--- config.mk ---
export PLATFORM = sky130hd
export DESIGN_NAME = http_header_redactor_flat
export DESIGN_NICKNAME = d
export VERILOG_FILES = /design/src/rtl/hhr_pkg.sv /design/src/rtl/hhr_if.sv /design/src/rtl/hhr_front.sv /design/src/rtl/hhr_queue.sv /design/src/rtl/hhr_back.sv /design/src/rtl/http_header_redactor.sv /design/src/flat_wrapper.sv
export SDC_FILE = /design/constraint.sdc
export NUM_CORES = 1
export LEC_CHECK = 0
export BUFFER_PORTS_ARGS = -buffer_cell sky130_fd_sc_hd__buf_2
export CAP_MARGIN = 15
export CORE_UTILIZATION = 30
export DETAILED_ROUTE_END_ITERATION = 8
export GPL_TIMING_DRIVEN = 0
export HOLD_SLACK_MARGIN = 0.15
export PLACE_DENSITY = 0.45
export SYNTH_ARGS = -nofsm -noshare
export SYNTH_HDL_FRONTEND = slang
export SYNTH_HIERARCHICAL = 1
export SYNTH_SLANG_ARGS = --single-unit
--- constraint.sdc ---
create_clock -name clock -period 10.41 [get_ports clock]
set_input_delay 0.5205 -clock clock [delete_from_list [all_inputs] [get_ports clock]]
set_output_delay 0.5205 -clock clock [all_outputs]
set_load 0.01 [all_outputs]
--- src/rtl/hhr_pkg.sv ---
// Shared types, constants and byte-matching functions for the HTTP header redactor.
package hhr_pkg;

   localparam int NAME_COUNT  = 5;
   localparam int NAME_MAX    = 14;
   localparam int MARK_LEN    = 12;
   localparam int QUEUE_DEPTH = 2;
   localparam int PTR_W       = $clog2(QUEUE_DEPTH);
   localparam int COUNT_W     = $clog2(QUEUE_DEPTH + 1);

   localparam logic [7:0] BYTE_CR    = 8'h0D;
   localparam logic [7:0] BYTE_LF    = 8'h0A;
   localparam logic [7:0] BYTE_COLON = 8'h3A;
   localparam logic [7:0] BYTE_UP_A  = 8'h41;
   localparam logic [7:0] BYTE_UP_Z  = 8'h5A;
   localparam logic [7:0] CASE_GAP   = 8'h20;

   localparam logic [NAME_COUNT-1:0] MASK_ALL = '1;
   localparam logic [3:0] LEN_MAX = 4'hF;

   localparam logic [NAME_MAX*8-1:0] SECRET_TEXT [NAME_COUNT] = '{
      "authorization", "cookie", "x-auth-token", "x-api-key", "x-access-token"
   };
   localparam logic [3:0] SECRET_LENS [NAME_COUNT] = '{4'd13, 4'd6, 4'd12, 4'd9, 4'd14};
   localparam logic [MARK_LEN*8-1:0] MARK_TEXT = ": [REDACTED]";

   typedef enum logic [2:0] {
      MODE_REQ,
      MODE_NAME,
      MODE_VALUE,
      MODE_DROP,
      MODE_BODY
   } mode_type;

   typedef enum logic [1:0] {
      MAIN_NONE,
      MAIN_BYTE,
      MAIN_MARK
   } main_kind_type;

   typedef struct packed {
      logic          lead_cr;
      main_kind_type main_kind;
      logic [7:0]    main_byte;
      logic          tail_lf;
      logic          final_beat;
   } cmd_type;

   typedef struct packed {
      logic [NAME_COUNT-1:0] mask;
      logic [3:0]            len;
   } name_state_type;

   function automatic logic [7:0] secret_char(input int idx, input logic [3:0] pos);
      logic [7:0] result;
      result = 8'h00;
      if (pos < SECRET_LENS[idx]) begin
         result = SECRET_TEXT[idx][(int'(SECRET_LENS[idx]) - 1 - int'(pos)) * 8 +: 8];
      end
      return result;
   endfunction

   function automatic logic [7:0] mark_char(input logic [3:0] k);
      logic [7:0] result;
      result = BYTE_COLON;
      if (int'(k) < MARK_LEN) begin
         result = MARK_TEXT[(MARK_LEN - 1 - int'(k)) * 8 +: 8];
      end
      return result;
   endfunction

   function automatic name_state_type name_step(input logic [NAME_COUNT-1:0] mask,
                                                input logic [3:0] len,
                                                input logic [7:0] c);
      name_state_type result;
      logic [7:0]     low;
      int             i;
      low = (c >= BYTE_UP_A && c <= BYTE_UP_Z) ? c + CASE_GAP : c;
      result.mask = mask;
      for (i = 0; i < NAME_COUNT; i++) begin
         if (len >= SECRET_LENS[i] || secret_char(i, len) != low) begin
            result.mask[i] = 1'b0;
         end
      end
      result.len = (len == LEN_MAX) ? len : len + 4'd1;
      return result;
   endfunction

endpackage

--- src/rtl/hhr_if.sv ---
// Valid/ready channel interfaces for raw request bytes and scrubbed result bytes.
interface hhr_req_if;
   logic       valid;
   logic       ready;
   logic [7:0] data_byte;
   logic       is_final;

   modport source (output valid, output data_byte, output is_final, input ready);
   modport sink (input valid, input data_byte, input is_final, output ready);
endinterface

interface hhr_rsp_if;
   logic       valid;
   logic       ready;
   logic [7:0] out_byte;
   logic       out_final;

   modport source (output valid, output out_byte, output out_final, input ready);
   modport sink (input valid, input out_byte, input out_final, output ready);
endinterface

--- src/rtl/hhr_front.sv ---
// Front end: tracks the request section and header name match, and issues emit commands.
module hhr_front
   import hhr_pkg::*;
(
   input  logic       clock,
   input  logic       reset,
   hhr_req_if.sink    req,
   input  logic       queue_full,
   output logic       push,
   output cmd_type    push_cmd
);

   mode_type              mode_ff, mode_in;
   logic                  held_ff, held_in;
   logic [3:0]            len_ff, len_in;
   logic [NAME_COUNT-1:0] mask_ff, mask_in;

   logic                  take;
   logic [7:0]            c;
   logic                  fin;
   logic                  is_lf, is_cr, is_colon;
   logic                  line_mode;
   logic                  lead_cr;
   name_state_type        after_cr;
   name_state_type        after_c;
   logic                  hit;
   cmd_type               cmd;

   assign req.ready = !queue_full;
   assign take      = req.valid && req.ready;
   assign c         = req.data_byte;
   assign fin       = req.is_final;
   assign is_lf     = (c == BYTE_LF);
   assign is_cr     = (c == BYTE_CR);
   assign is_colon  = (c == BYTE_COLON);
   assign line_mode = (mode_ff == MODE_REQ) || (mode_ff == MODE_NAME) || (mode_ff == MODE_VALUE);
   assign lead_cr   = line_mode && held_ff && !is_lf;

   always_comb begin
      after_cr.mask = mask_ff;
      after_cr.len  = len_ff;
      if (lead_cr && mode_ff == MODE_NAME) begin
         after_cr = name_step(mask_ff, len_ff, BYTE_CR);
      end
   end

   assign after_c = name_step(after_cr.mask, after_cr.len, c);

   always_comb begin
      int i;
      hit = 1'b0;
      for (i = 0; i < NAME_COUNT; i++) begin
         if (after_cr.mask[i] && after_cr.len == SECRET_LENS[i]) begin
            hit = 1'b1;
         end
      end
   end

   always_comb begin
      mode_in = mode_ff;
      held_in = held_ff;
      len_in  = len_ff;
      mask_in = mask_ff;
      if (take) begin
         unique case (mode_ff)
            MODE_BODY: begin
               mode_in = MODE_BODY;
            end
            MODE_DROP: begin
               if (is_lf) begin
                  mode_in = MODE_NAME;
                  len_in  = '0;
                  mask_in = MASK_ALL;
               end
            end
            MODE_REQ, MODE_NAME, MODE_VALUE: begin
               held_in = 1'b0;
               len_in  = after_cr.len;
               mask_in = after_cr.mask;
               priority if (is_lf) begin
                  mode_in = (mode_ff == MODE_NAME && after_cr.len == '0) ? MODE_BODY : MODE_NAME;
                  len_in  = '0;
                  mask_in = MASK_ALL;
               end else if (is_cr) begin
                  held_in = 1'b1;
               end else if (mode_ff == MODE_NAME && is_colon) begin
                  mode_in = hit ? MODE_DROP : MODE_VALUE;
               end else if (mode_ff == MODE_NAME) begin
                  len_in  = after_c.len;
                  mask_in = after_c.mask;
               end else begin
                  mode_in = mode_ff;
               end
            end
            default: begin
               mode_in = MODE_REQ;
            end
         endcase
         if (fin) begin
            mode_in = MODE_REQ;
            held_in = 1'b0;
            len_in  = '0;
            mask_in = MASK_ALL;
         end
      end
   end

   always_comb begin
      cmd.lead_cr    = lead_cr;
      cmd.main_kind  = MAIN_BYTE;
      cmd.main_byte  = c;
      cmd.tail_lf    = fin && !is_lf;
      cmd.final_beat = fin;
      unique case (mode_ff)
         MODE_BODY: begin
            cmd.main_kind = MAIN_BYTE;
         end
         MODE_DROP: begin
            cmd.main_kind = is_lf ? MAIN_BYTE : MAIN_NONE;
         end
         MODE_REQ, MODE_NAME, MODE_VALUE: begin
            priority if (is_lf) begin
               cmd.main_kind = MAIN_BYTE;
            end else if (is_cr) begin
               cmd.main_kind = MAIN_NONE;
            end else if (mode_ff == MODE_NAME && is_colon) begin
               cmd.main_kind = hit ? MAIN_MARK : MAIN_BYTE;
            end else begin
               cmd.main_kind = MAIN_BYTE;
            end
         end
         default: begin
            cmd.main_kind = MAIN_NONE;
         end
      endcase
   end

   assign push     = take && (cmd.lead_cr || cmd.main_kind != MAIN_NONE || cmd.tail_lf);
   assign push_cmd = cmd;

   always_ff @(posedge clock) begin
      if (reset) begin
         mode_ff <= MODE_REQ;
         held_ff <= 1'b0;
         len_ff  <= '0;
         mask_ff <= MASK_ALL;
      end else begin
         mode_ff <= mode_in;
         held_ff <= held_in;
         len_ff  <= len_in;
         mask_ff <= mask_in;
      end
   end

endmodule

--- src/rtl/hhr_queue.sv ---
// Short command queue between the front end and the byte expander.
module hhr_queue
   import hhr_pkg::*;
(
   input  logic    clock,
   input  logic    reset,
   input  logic    push,
   input  cmd_type push_cmd,
   output logic    full,
   input  logic    pop,
   output logic    head_valid,
   output cmd_type head_cmd
);

   cmd_type            slot_ff [QUEUE_DEPTH];
   logic [PTR_W-1:0]   wr_ptr_ff, wr_ptr_in;
   logic [PTR_W-1:0]   rd_ptr_ff, rd_ptr_in;
   logic [COUNT_W-1:0] count_ff, count_in;
   logic               do_push;
   logic               do_pop;

   assign full       = (count_ff == COUNT_W'(QUEUE_DEPTH));
   assign head_valid = (count_ff != '0);
   assign head_cmd   = slot_ff[rd_ptr_ff];
   assign do_push    = push && !full;
   assign do_pop     = pop && head_valid;

   always_comb begin
      wr_ptr_in = do_push ? wr_ptr_ff + PTR_W'(1) : wr_ptr_ff;
      rd_ptr_in = do_pop ? rd_ptr_ff + PTR_W'(1) : rd_ptr_ff;
      count_in  = count_ff + COUNT_W'(do_push) - COUNT_W'(do_pop);
   end

   always_ff @(posedge clock) begin
      if (do_push) begin
         slot_ff[wr_ptr_ff] <= push_cmd;
      end
   end

   always_ff @(posedge clock) begin
      if (reset) begin
         wr_ptr_ff <= '0;
         rd_ptr_ff <= '0;
         count_ff  <= '0;
      end else begin
         wr_ptr_ff <= wr_ptr_in;
         rd_ptr_ff <= rd_ptr_in;
         count_ff  <= count_in;
      end
   end

endmodule

--- src/rtl/hhr_back.sv ---
// Back end: expands each command into result beats through a registered output stage.
module hhr_back
   import hhr_pkg::*;
(
   input  logic       clock,
   input  logic       reset,
   input  logic       head_valid,
   input  cmd_type    head_cmd,
   output logic       pop,
   hhr_rsp_if.source  rsp
);

   logic [3:0] step_ff, step_in;
   logic       rsp_valid_ff, rsp_valid_in;
   logic [7:0] byte_ff, byte_in;
   logic       final_ff, final_in;

   logic       load;
   logic [3:0] total;
   logic [3:0] k;
   logic       last;

   assign load  = head_valid && (!rsp_valid_ff || rsp.ready);
   assign total = 4'(head_cmd.lead_cr) + 4'(head_cmd.tail_lf)
                + ((head_cmd.main_kind == MAIN_BYTE) ? 4'd1 :
                   (head_cmd.main_kind == MAIN_MARK) ? 4'(MARK_LEN) : 4'd0);
   assign k     = step_ff - 4'(head_cmd.lead_cr);
   assign last  = (step_ff == total - 4'd1);
   assign pop   = load && last;

   always_comb begin
      byte_in = BYTE_LF;
      priority if (head_cmd.lead_cr && step_ff == '0) begin
         byte_in = BYTE_CR;
      end else if (head_cmd.main_kind == MAIN_BYTE && k == '0) begin
         byte_in = head_cmd.main_byte;
      end else if (head_cmd.main_kind == MAIN_MARK && int'(k) < MARK_LEN) begin
         byte_in = mark_char(k);
      end else begin
         byte_in = BYTE_LF;
      end
      final_in = last && head_cmd.final_beat;
   end

   always_comb begin
      step_in      = step_ff;
      rsp_valid_in = rsp_valid_ff;
      if (load) begin
         step_in      = last ? '0 : step_ff + 4'd1;
         rsp_valid_in = 1'b1;
      end else if (rsp.ready) begin
         rsp_valid_in = 1'b0;
      end
   end

   always_ff @(posedge clock) begin
      if (reset) begin
         step_ff      <= '0;
         rsp_valid_ff <= 1'b0;
      end else begin
         step_ff      <= step_in;
         rsp_valid_ff <= rsp_valid_in;
      end
   end

   always_ff @(posedge clock) begin
      if (load) begin
         byte_ff  <= byte_in;
         final_ff <= final_in;
      end
   end

   assign rsp.valid     = rsp_valid_ff;
   assign rsp.out_byte  = byte_ff;
   assign rsp.out_final = final_ff;

endmodule

--- src/rtl/http_header_redactor.sv ---
// Top level of the HTTP header redactor.
// The block takes one request byte per beat and returns the scrubbed request one byte per
// beat, with the final flag on the last result beat. Bytes that map to one result flow at
// one beat per cycle while the result channel is ready; a CR held before a non-LF
// byte, the appended LF, and above all the twelve-byte redaction marker add one output
// beat per extra byte. The first result beat of an input beat passes through the command
// queue and then the registered output stage before it can be taken. The front end keeps
// accepting while the two-entry command queue has room. The command being expanded stays
// in the queue until its last beat is loaded, so during a marker the front end runs one
// command ahead of the output and then stalls its input. Bytes that produce nothing (a
// held CR, a dropped value byte) push no command and cost no output beat, but are still
// accepted only while the queue is not full.
module http_header_redactor
   import hhr_pkg::*;
(
   input  logic       clock,
   input  logic       reset,
   hhr_req_if.sink    req_chan,
   hhr_rsp_if.source  rsp_chan
);

   logic    queue_full;
   logic    push;
   cmd_type push_cmd;
   logic    pop;
   logic    head_valid;
   cmd_type head_cmd;

   hhr_front u_front (
      .clock      (clock),
      .reset      (reset),
      .req        (req_chan),
      .queue_full (queue_full),
      .push       (push),
      .push_cmd   (push_cmd)
   );

   hhr_queue u_queue (
      .clock      (clock),
      .reset      (reset),
      .push       (push),
      .push_cmd   (push_cmd),
      .full       (queue_full),
      .pop        (pop),
      .head_valid (head_valid),
      .head_cmd   (head_cmd)
   );

   hhr_back u_back (
      .clock      (clock),
      .reset      (reset),
      .head_valid (head_valid),
      .head_cmd   (head_cmd),
      .pop        (pop),
      .rsp        (rsp_chan)
   );

endmodule
--- src/flat_wrapper.sv ---
// flat-port wrapper written by rule: the top's interface ports become plain ports
module http_header_redactor_flat import hhr_pkg::*;
  (clock, reset, req_chan_valid, req_chan_data_byte, req_chan_is_final, req_chan_ready, rsp_chan_valid, rsp_chan_out_byte, rsp_chan_out_final, rsp_chan_ready);
  hhr_req_if req_chan_i ();
  hhr_rsp_if rsp_chan_i ();
  input  logic clock;
  input  logic reset;
  input wire logic [$bits(req_chan_i.valid)-1:0] req_chan_valid;
  input wire logic [$bits(req_chan_i.data_byte)-1:0] req_chan_data_byte;
  input wire logic [$bits(req_chan_i.is_final)-1:0] req_chan_is_final;
  output wire logic [$bits(req_chan_i.ready)-1:0] req_chan_ready;
  output wire logic [$bits(rsp_chan_i.valid)-1:0] rsp_chan_valid;
  output wire logic [$bits(rsp_chan_i.out_byte)-1:0] rsp_chan_out_byte;
  output wire logic [$bits(rsp_chan_i.out_final)-1:0] rsp_chan_out_final;
  input wire logic [$bits(rsp_chan_i.ready)-1:0] rsp_chan_ready;
  assign req_chan_i.valid = req_chan_valid;
  assign req_chan_i.data_byte = req_chan_data_byte;
  assign req_chan_i.is_final = req_chan_is_final;
  assign req_chan_ready = req_chan_i.ready;
  assign rsp_chan_valid = rsp_chan_i.valid;
  assign rsp_chan_out_byte = rsp_chan_i.out_byte;
  assign rsp_chan_out_final = rsp_chan_i.out_final;
  assign rsp_chan_i.ready = rsp_chan_ready;
  http_header_redactor u_core (.clock(clock), .reset(reset), .req_chan(req_chan_i), .rsp_chan(rsp_chan_i));
endmodule
==> results of run 1 <==
==> cells in the final DEF, fill, tap and decap left out, types with 8 or more instances in the layout <==
master / n
sky130_fd_sc_hd__buf_2: 25
sky130_fd_sc_hd__buf_6: 12
sky130_fd_sc_hd__nand2_1: 42
sky130_fd_sc_hd__mux2_1: 10
sky130_fd_sc_hd__a211oi_1: 13
sky130_fd_sc_hd__inv_1: 25
sky130_fd_sc_hd__nor2_1: 46
sky130_fd_sc_hd__xnor2_1: 28
sky130_fd_sc_hd__and3_1: 10
sky130_fd_sc_hd__nand3_1: 23
sky130_fd_sc_hd__a21oi_1: 46
sky130_fd_sc_hd__nor3_1: 21
sky130_fd_sc_hd__clkbuf_16: 11
sky130_fd_sc_hd__nand4_1: 9
sky130_fd_sc_hd__nor4_1: 12
sky130_fd_sc_hd__buf_4: 15
sky130_fd_sc_hd__edfxtp_1: 35
sky130_fd_sc_hd__and2_1: 8
sky130_fd_sc_hd__ha_1: 30
sky130_fd_sc_hd__dfxtp_1: 23
sky130_fd_sc_hd__clkbuf_1: 17
sky130_fd_sc_hd__o21ai_0: 34
==> final cells by class <==
cell class	instances	area, um^2	share of cell area
clock buffers	11	275	0.0434
well taps	229	287	0.0452
multi-input cells	505	3630	0.573
flip-flops and latches	58	1510	0.238
inverters	32	128	0.0201
plain buffers	48	328	0.0517
repair buffers	22	113	0.0178
clock inverters	5	65.1	0.0103
==> per-layer routing <==
metal / part of all wire / wire [um] / vias up
met2: 0.48 / 8350 / 171
met1: 0.45 / 7870 / 2493
met5: 0 / 0 / -
li1: - / - / 2476
met3: 0.050 / 878 / 26
met4: 0.026 / 449 / 0
==> cell families (layout without fill, tap and decap cells) <==
group	count (synthesis)	count (layout)	share of synthesized area
adders and majority gates	30	30	0.0671
muxes	24	24	0.0481
AOI/OAI and AO/OA	187	187	0.236
xor gates and xnor gates	39	39	0.0727
and+or+nand+nor	225	225	0.225
DFF	58	58	0.270
buffers and inverters	80	118	0.0814
==> power by group <==
group	internal (mW)	switching (mW)	leakage (nW)	total, mW
clock network	0.217	0.118	0.167	0.335
registers	0.299	0.0148	0.509	0.314
logic	0.119	0.188	1.71	0.307
==> flip-flops by register name, indices dropped and copies added (netlist names), 2 cells and up, named ones only <==
register / flops
u_core/u_front/len_ff: 4
u_core/u_back/rsp.out_byte: 8
u_core/u_queue/slot_ff: 26
u_core/u_front/mode_ff: 3
u_core/u_back/step_ff: 4
u_core/u_queue/count_ff: 2
u_core/u_front/mask_ff: 5
==> worst max-delay path by stage <==
stage	endpoint	slack, ps	depth (start not counted)
detailed placement	u_core/u_queue/count_ff[1]$_SDFF_PP0_	4750	23
floorplan	u_core/u_queue/count_ff[1]$_SDFF_PP0_	5960	25
global placement	u_core/u_queue/count_ff[1]$_SDFF_PP0_	4760	23
finish	u_core/u_queue/count_ff[1]$_SDFF_PP0_	4930	25
CTS	u_core/u_queue/count_ff[1]$_SDFF_PP0_	4990	25
global route	u_core/u_queue/count_ff[1]$_SDFF_PP0_	4660	25
==> worst max-delay path: cells and delay by family (launching register included) <==
kind / cells / cell delay, ps
buffers and inverters: 6 / 890
adder cells (fa/ha/maj): 3 / 660
XOR/XNOR: 1 / 170
AO/OA/AOI/OAI: 5 / 1440
flip-flops: 1 / 320
AND/OR/NAND/NOR: 10 / 1870
==> metrics by stage <==
| stage | area (um^2) | setup WS (ps) | hold slack, ps | power, mW | util |
|---|---|---|---|---|---|
| final | 6340 | 4930 | 374 | 0.955 | 0.349 |
| after global routing | 6340 | 4660 | 363 | 1.02 | 0.349 |
| after CTS | 6340 | 4990 | 356 | 0.968 | 0.349 |
| after detailed placement | 6000 | 4750 | 465 | 0.626 | 0.331 |
| after global placement | 5990 | 4760 | 442 | 0.621 | 0.330 |
| after floorplan | 5590 | 5960 | 429 | 0.545 | - |
==> flow_metrics.py, run 1 <==
metrics = {
    "run_status": {
        "run_status": "complete, but fails checks",
        "violations": "DRC",
    },
    "sta": {
        "max-slew-margin-rel": 0.350,
        "finalHoldViolCount": 0,
        "worst_slew_pin_tran_ps": 973,
        "finalClockSkew_ps": 8.19,
        "slew_violations": 0,
        "final-setup-viol-count": 0,
        "period_share": 0.527,
        "period_minus_slack_ps": 5480,
        "fin_setup_tns_ps": 0,
        "grt_setup_unrepaired": "no",
        "fmax_mhz": 182,
    },
    "die": {
        "die_w_um": 139,
        "floorplan.initialDensity": 0.308,
        "die_height_um": 139,
        "rows": 49,
        "core_area_um2": 18100,
        "floorplan.die_area_um2": 19200,
        "ioPinCount": 24,
    },
    "synthesis": {
        "synth_largest_type_area_fraction": 0.188,
        "synthFlopType": "sky130_fd_sc_hd__edfxtp_1",
        "synth_top_area_cell": "sky130_fd_sc_hd__edfxtp_1",
        "post_synthesis_net_count": 686,
        "synth_cell_types": 101,
        "syn-instance-count": 643,
        "synth_warnings": 6,
        "synth_enable_flop_cells": 35,
        "mappedNetlistArea_um2": 5590,
        "post_synth_main_area_contributors": "sky130_fd_sc_hd__edfxtp_1, sky130_fd_sc_hd__dfxtp_1, sky130_fd_sc_hd__ha_1",
        "synthTopCellsByCount": "sky130_fd_sc_hd__a21oi_1, sky130_fd_sc_hd__nor2_1, sky130_fd_sc_hd__nand2_1, sky130_fd_sc_hd__edfxtp_1, sky130_fd_sc_hd__o21ai_0",
        "ys_seq_area_frac": 0.270,
        "post_synth.cell_area_avg_um2": 8.70,
        "ffs_latches_synth": 58,
        "postSynth.asyncResetShare": 0,
    },
    "power_and_ir_drop": {
        "p_leak_nw": 2.39,
        "vdd_drop_max_mv": 0.0567,
        "power.density_cell_area_nw_per_um2": 151,
    },
    "cells_and_area": {
        "fillerInstances": 1871,
        "post_layout_nonfiller_instances": 910,
        "num-nets-final": 719,
        "area_delta_synth_final_pct": 13.4,
        "antenna_cells_inserted": 0,
        "layout-drive-gt1-share": 0.167,
    },
    "routing": {
        "avgViaCountPerCell": 5.68,
        "detail_route.drc_violations": 8,
        "avgRoutedWirePerCell_um": 19.3,
        "drt-initial-drc-count": 350,
        "totalWireLength_um": 17600,
        "ant_nets": 0,
        "dr_total_vias": 5166,
        "first_pass_iters": 9,
    },
    "clock_tree": {
        "cts_setup_buffers": 0,
        "clk_path_buf_depth": 2,
        "cts_tree": "done",
        "tritoncts.num_buffers": 9,
        "path_clk_slew_ps": 60,
        "clock_insertion_delay_worst_skew_ps": 330,
        "htree_levels": 3,
        "cts_hold_buf": 0,
        "cts-resized-gates": 0,
        "clock_net_sink_count": 58,
        "clock_tree.root_cell": "sky130_fd_sc_hd__clkbuf_16",
    },
    "grt": {
        "globalRouteTotalUtil": 0.183,
        "first_pass_grt_wire_length_um": 27300,
        "grt.overflow.total": 0,
        "initial_antenna_violation_count": 0,
        "met3_capacity_usage_during_global_routing": 0.0280,
        "grt_start_max_net_pins": 17,
        "global_route.peak_usage_layer": "met2",
        "first_global_vias": 4892,
        "grt_util_met2": 0.303,
        "grt_util_met1": 0.236,
    },
    "critical_path": {
        "critical_path_arrival_ps": 5700,
        "cp_max_fo": 13,
        "reg2reg_slack_ps": 4930,
        "setup.worst_path.end_class": "flop",
        "crit-reg2reg-capture": "u_core/u_queue/count_ff[1]$_SDFF_PP0_",
        "cp-start-kind": "flop",
        "rr_startpoint": "u_core/u_front/mode_ff[0]$_SDFFE_PP0P_",
        "critical_path.slowest_cell": "sky130_fd_sc_hd__o21ai_0",
        "worstRegToRegCells": 25,
        "max_incr_delay_on_cp_ps": 480,
        "startpoint": "u_core/u_front/mode_ff[0]$_SDFFE_PP0P_",
        "critPathKind": "reg2reg",
        "timing.critical_path.required_ps": 10630,
    },
    "placement": {
        "place.gp.congestion": 0.915,
        "placed_cells_incl_taps": 894,
        "detailedPlacementHpwl_um": 13000,
        "numPortBuffers": 21,
    },
    "worst_hold_path": {
        "cell_depth_of_the_worst_hold_path": 1,
        "min_from": "req_chan_data_byte[4]",
        "worstHoldEndpoint": "u_core/u_queue/slot_ff[0][6]$_DFFE_PP_",
        "min-delay-path-class": "in2reg",
    },
    "run": {
        "maxCapViolCount": 0,
    },
}
No activity file was read; power rests on OpenSTA's default activity.
==> run 2, diff against run 1 <==
- clock period: 10.41 -> 5.7 ns (I/O delays scaled with it)
==> flow_metrics.py, run 2 (synthesized netlist as in run 1, its figures left out) <==
metrics = {
    "run_status": {
        "run_status": "complete, but fails checks",
        "violations": "DRC",
    },
    "routing": {
        "totalWireLength_um": 17500,
        "ant_nets": 0,
        "avgRoutedWirePerCell_um": 19.2,
        "dr_total_vias": 5155,
        "first_pass_iters": 7,
        "drt-initial-drc-count": 394,
        "detail_route.drc_violations": 8,
        "avgViaCountPerCell": 5.65,
    },
    "sta": {
        "period_minus_slack_ps": 5320,
        "worst_slew_pin_tran_ps": 974,
        "slew_violations": 0,
        "fmax_mhz": 188,
        "final-setup-viol-count": 0,
        "max-slew-margin-rel": 0.349,
        "fin_setup_tns_ps": 0,
        "finalClockSkew_ps": 8.45,
        "period_share": 0.934,
        "grt_setup_unrepaired": "no",
        "finalHoldViolCount": 0,
    },
    "die": {
        "ioPinCount": 24,
        "rows": 49,
        "core_area_um2": 18100,
        "floorplan.die_area_um2": 19200,
        "die_w_um": 139,
        "die_height_um": 139,
        "floorplan.initialDensity": 0.308,
    },
    "cells_and_area": {
        "fillerInstances": 1871,
        "layout-drive-gt1-share": 0.167,
        "largest_register_ff_count": 26,
        "antenna_cells_inserted": 0,
        "final_cell_area_um2": 6360,
        "layout.cells.most_common_list": "sky130_fd_sc_hd__a21oi_1, sky130_fd_sc_hd__nor2_1, sky130_fd_sc_hd__nand2_1",
        "num-nets-final": 721,
        "largest_register": "u_core/u_queue/slot_ff",
        "area_delta_synth_final_pct": 13.7,
    },
    "critical_path": {
        "cp-start-kind": "flop",
        "critical_path.n_buffers_inverters": 6,
        "critical_path.top_delay_family": "simple AND/OR/NAND/NOR gates",
        "cp_max_fo": 13,
        "critical_path.slowest_cell": "sky130_fd_sc_hd__nor3_1",
        "critical_path_arrival_ps": 5540,
        "critPathKind": "reg2reg",
        "timing.critical_path.required_ps": 5920,
        "setup.worst_path.end_class": "flop",
        "max_incr_delay_on_cp_ps": 440,
    },
    "grt": {
        "grt.overflow.total": 0,
        "globalRouteTotalUtil": 0.183,
        "grt_start_max_net_pins": 17,
        "first_global_vias": 4898,
        "first_pass_grt_wire_length_um": 27300,
        "initial_antenna_violation_count": 0,
    },
    "power_and_ir_drop": {
        "p_leak_nw": 2.39,
        "vdd_drop_max_mv": 0.104,
        "total_power_mw": 1.74,
        "power.density_cell_area_nw_per_um2": 274,
    },
    "worst_hold_path": {
        "min-delay-path-class": "in2reg",
    },
    "placement": {
        "place.gp.congestion": 0.915,
        "placed_area_um2": 6000,
        "numPortBuffers": 21,
        "detailedPlacementHpwl_um": 13000,
    },
    "run": {
        "maxCapViolCount": 0,
    },
    "clock_tree": {
        "htree_levels": 3,
        "cts_tree": "done",
        "tritoncts.num_buffers": 9,
        "cts_setup_buffers": 0,
        "clock_net_sink_count": 58,
        "clk_path_buf_depth": 2,
        "path_clk_slew_ps": 60,
        "clock_tree.root_cell": "sky130_fd_sc_hd__clkbuf_16",
        "clock_insertion_delay_worst_skew_ps": 330,
    },
}
## run 2: cell count changes in the layout (fill, tap and decap cells not counted), sizes merged
| cell | previous run | this run |
|---|---|---|
| dlygate4sd3 | 0 | 2 |
## run 2: power breakdown
| part | switching [mW] | internal [mW] |
|---|---|---|
| Sequential | 0.0271 | 0.547 |
| Combinational | 0.342 | 0.218 |
| Clock | 0.215 | 0.396 |
## run 2: worst register-to-register path: stages (launching register included)
cell,delay (ps)
sky130_fd_sc_hd__dfxtp_1,320
sky130_fd_sc_hd__buf_6,120
sky130_fd_sc_hd__or3b_1,360
sky130_fd_sc_hd__buf_6,150
sky130_fd_sc_hd__a21o_4,190
sky130_fd_sc_hd__buf_6,150
sky130_fd_sc_hd__o21ai_1,340
sky130_fd_sc_hd__and2_1,260
sky130_fd_sc_hd__buf_2,320
sky130_fd_sc_hd__ha_1,290
sky130_fd_sc_hd__nand2_1,110
sky130_fd_sc_hd__inv_1,120
sky130_fd_sc_hd__nand3_1,120
sky130_fd_sc_hd__nand3_1,190
sky130_fd_sc_hd__o21bai_1,140
sky130_fd_sc_hd__nor3_1,440
sky130_fd_sc_hd__nor2_1,100
sky130_fd_sc_hd__o221a_2,310
sky130_fd_sc_hd__o31a_1,320
sky130_fd_sc_hd__nand2_1,90
sky130_fd_sc_hd__ha_1,230
sky130_fd_sc_hd__inv_1,50
sky130_fd_sc_hd__ha_1,140
sky130_fd_sc_hd__xor2_1,170
sky130_fd_sc_hd__and2_1,150
sky130_fd_sc_hd__nor3_1,40
## run 2: final timing paths
path                                                  to  depth (start not counted)                              startpoint  slack [ps]
hold reg to reg   u_core/u_front/mask_ff[1]$_SDFFE_PP1P_                          2  u_core/u_front/mask_ff[1]$_SDFFE_PP1P_         470
setup reg to reg   u_core/u_queue/count_ff[1]$_SDFF_PP0_                         25  u_core/u_front/mode_ff[0]$_SDFFE_PP0P_         380
hold / removal                                      flop                          2                                   reset         260
setup / recovery   u_core/u_queue/count_ff[1]$_SDFF_PP0_                         25  u_core/u_front/mode_ff[0]$_SDFFE_PP0P_         380
## run 2: layer usage
metal  wire, um  GRT usage  vias up
met4        464     0.0804        0
met1       7750      0.235     2468
li1           -          -     2480
met2       8340      0.303      179
met5          0          0        -
met3        935     0.0280       28
## run 2: metrics by stage
| stage | std cells | setup slack [ps] | utilization | hold slack (ps) |
|---|---|---|---|---|
| after floorplan | 643 | 1250 | - | 354 |
| after global placement | 893 | 282 | 0.330 | 442 |
| after detailed placement | 894 | 279 | 0.331 | 465 |
| after CTS | 912 | 280 | 0.351 | 251 |
| after global routing | 912 | 122 | 0.351 | 265 |
| final | 912 | 377 | 0.351 | 263 |
## run 2: area by class of cell
cell class | count | area (um^2) | area share
repair buffers | 24 | 133 | 0.0208
plain buffers | 48 | 328 | 0.0515
clock buffers | 11 | 275 | 0.0433
multi-input cells | 505 | 3630 | 0.571
well taps | 229 | 287 | 0.0450
clock inverters | 5 | 65.1 | 0.0102
flip-flops and latches | 58 | 1510 | 0.238
inverters | 32 | 128 | 0.0201
## run 2: what timing repair did
item                                   CTS  global route
setup endpoints to repair                0             1
hold buffers                             2             0
endpoints found under the hold margin    4             0
gates resized for setup                  0             1
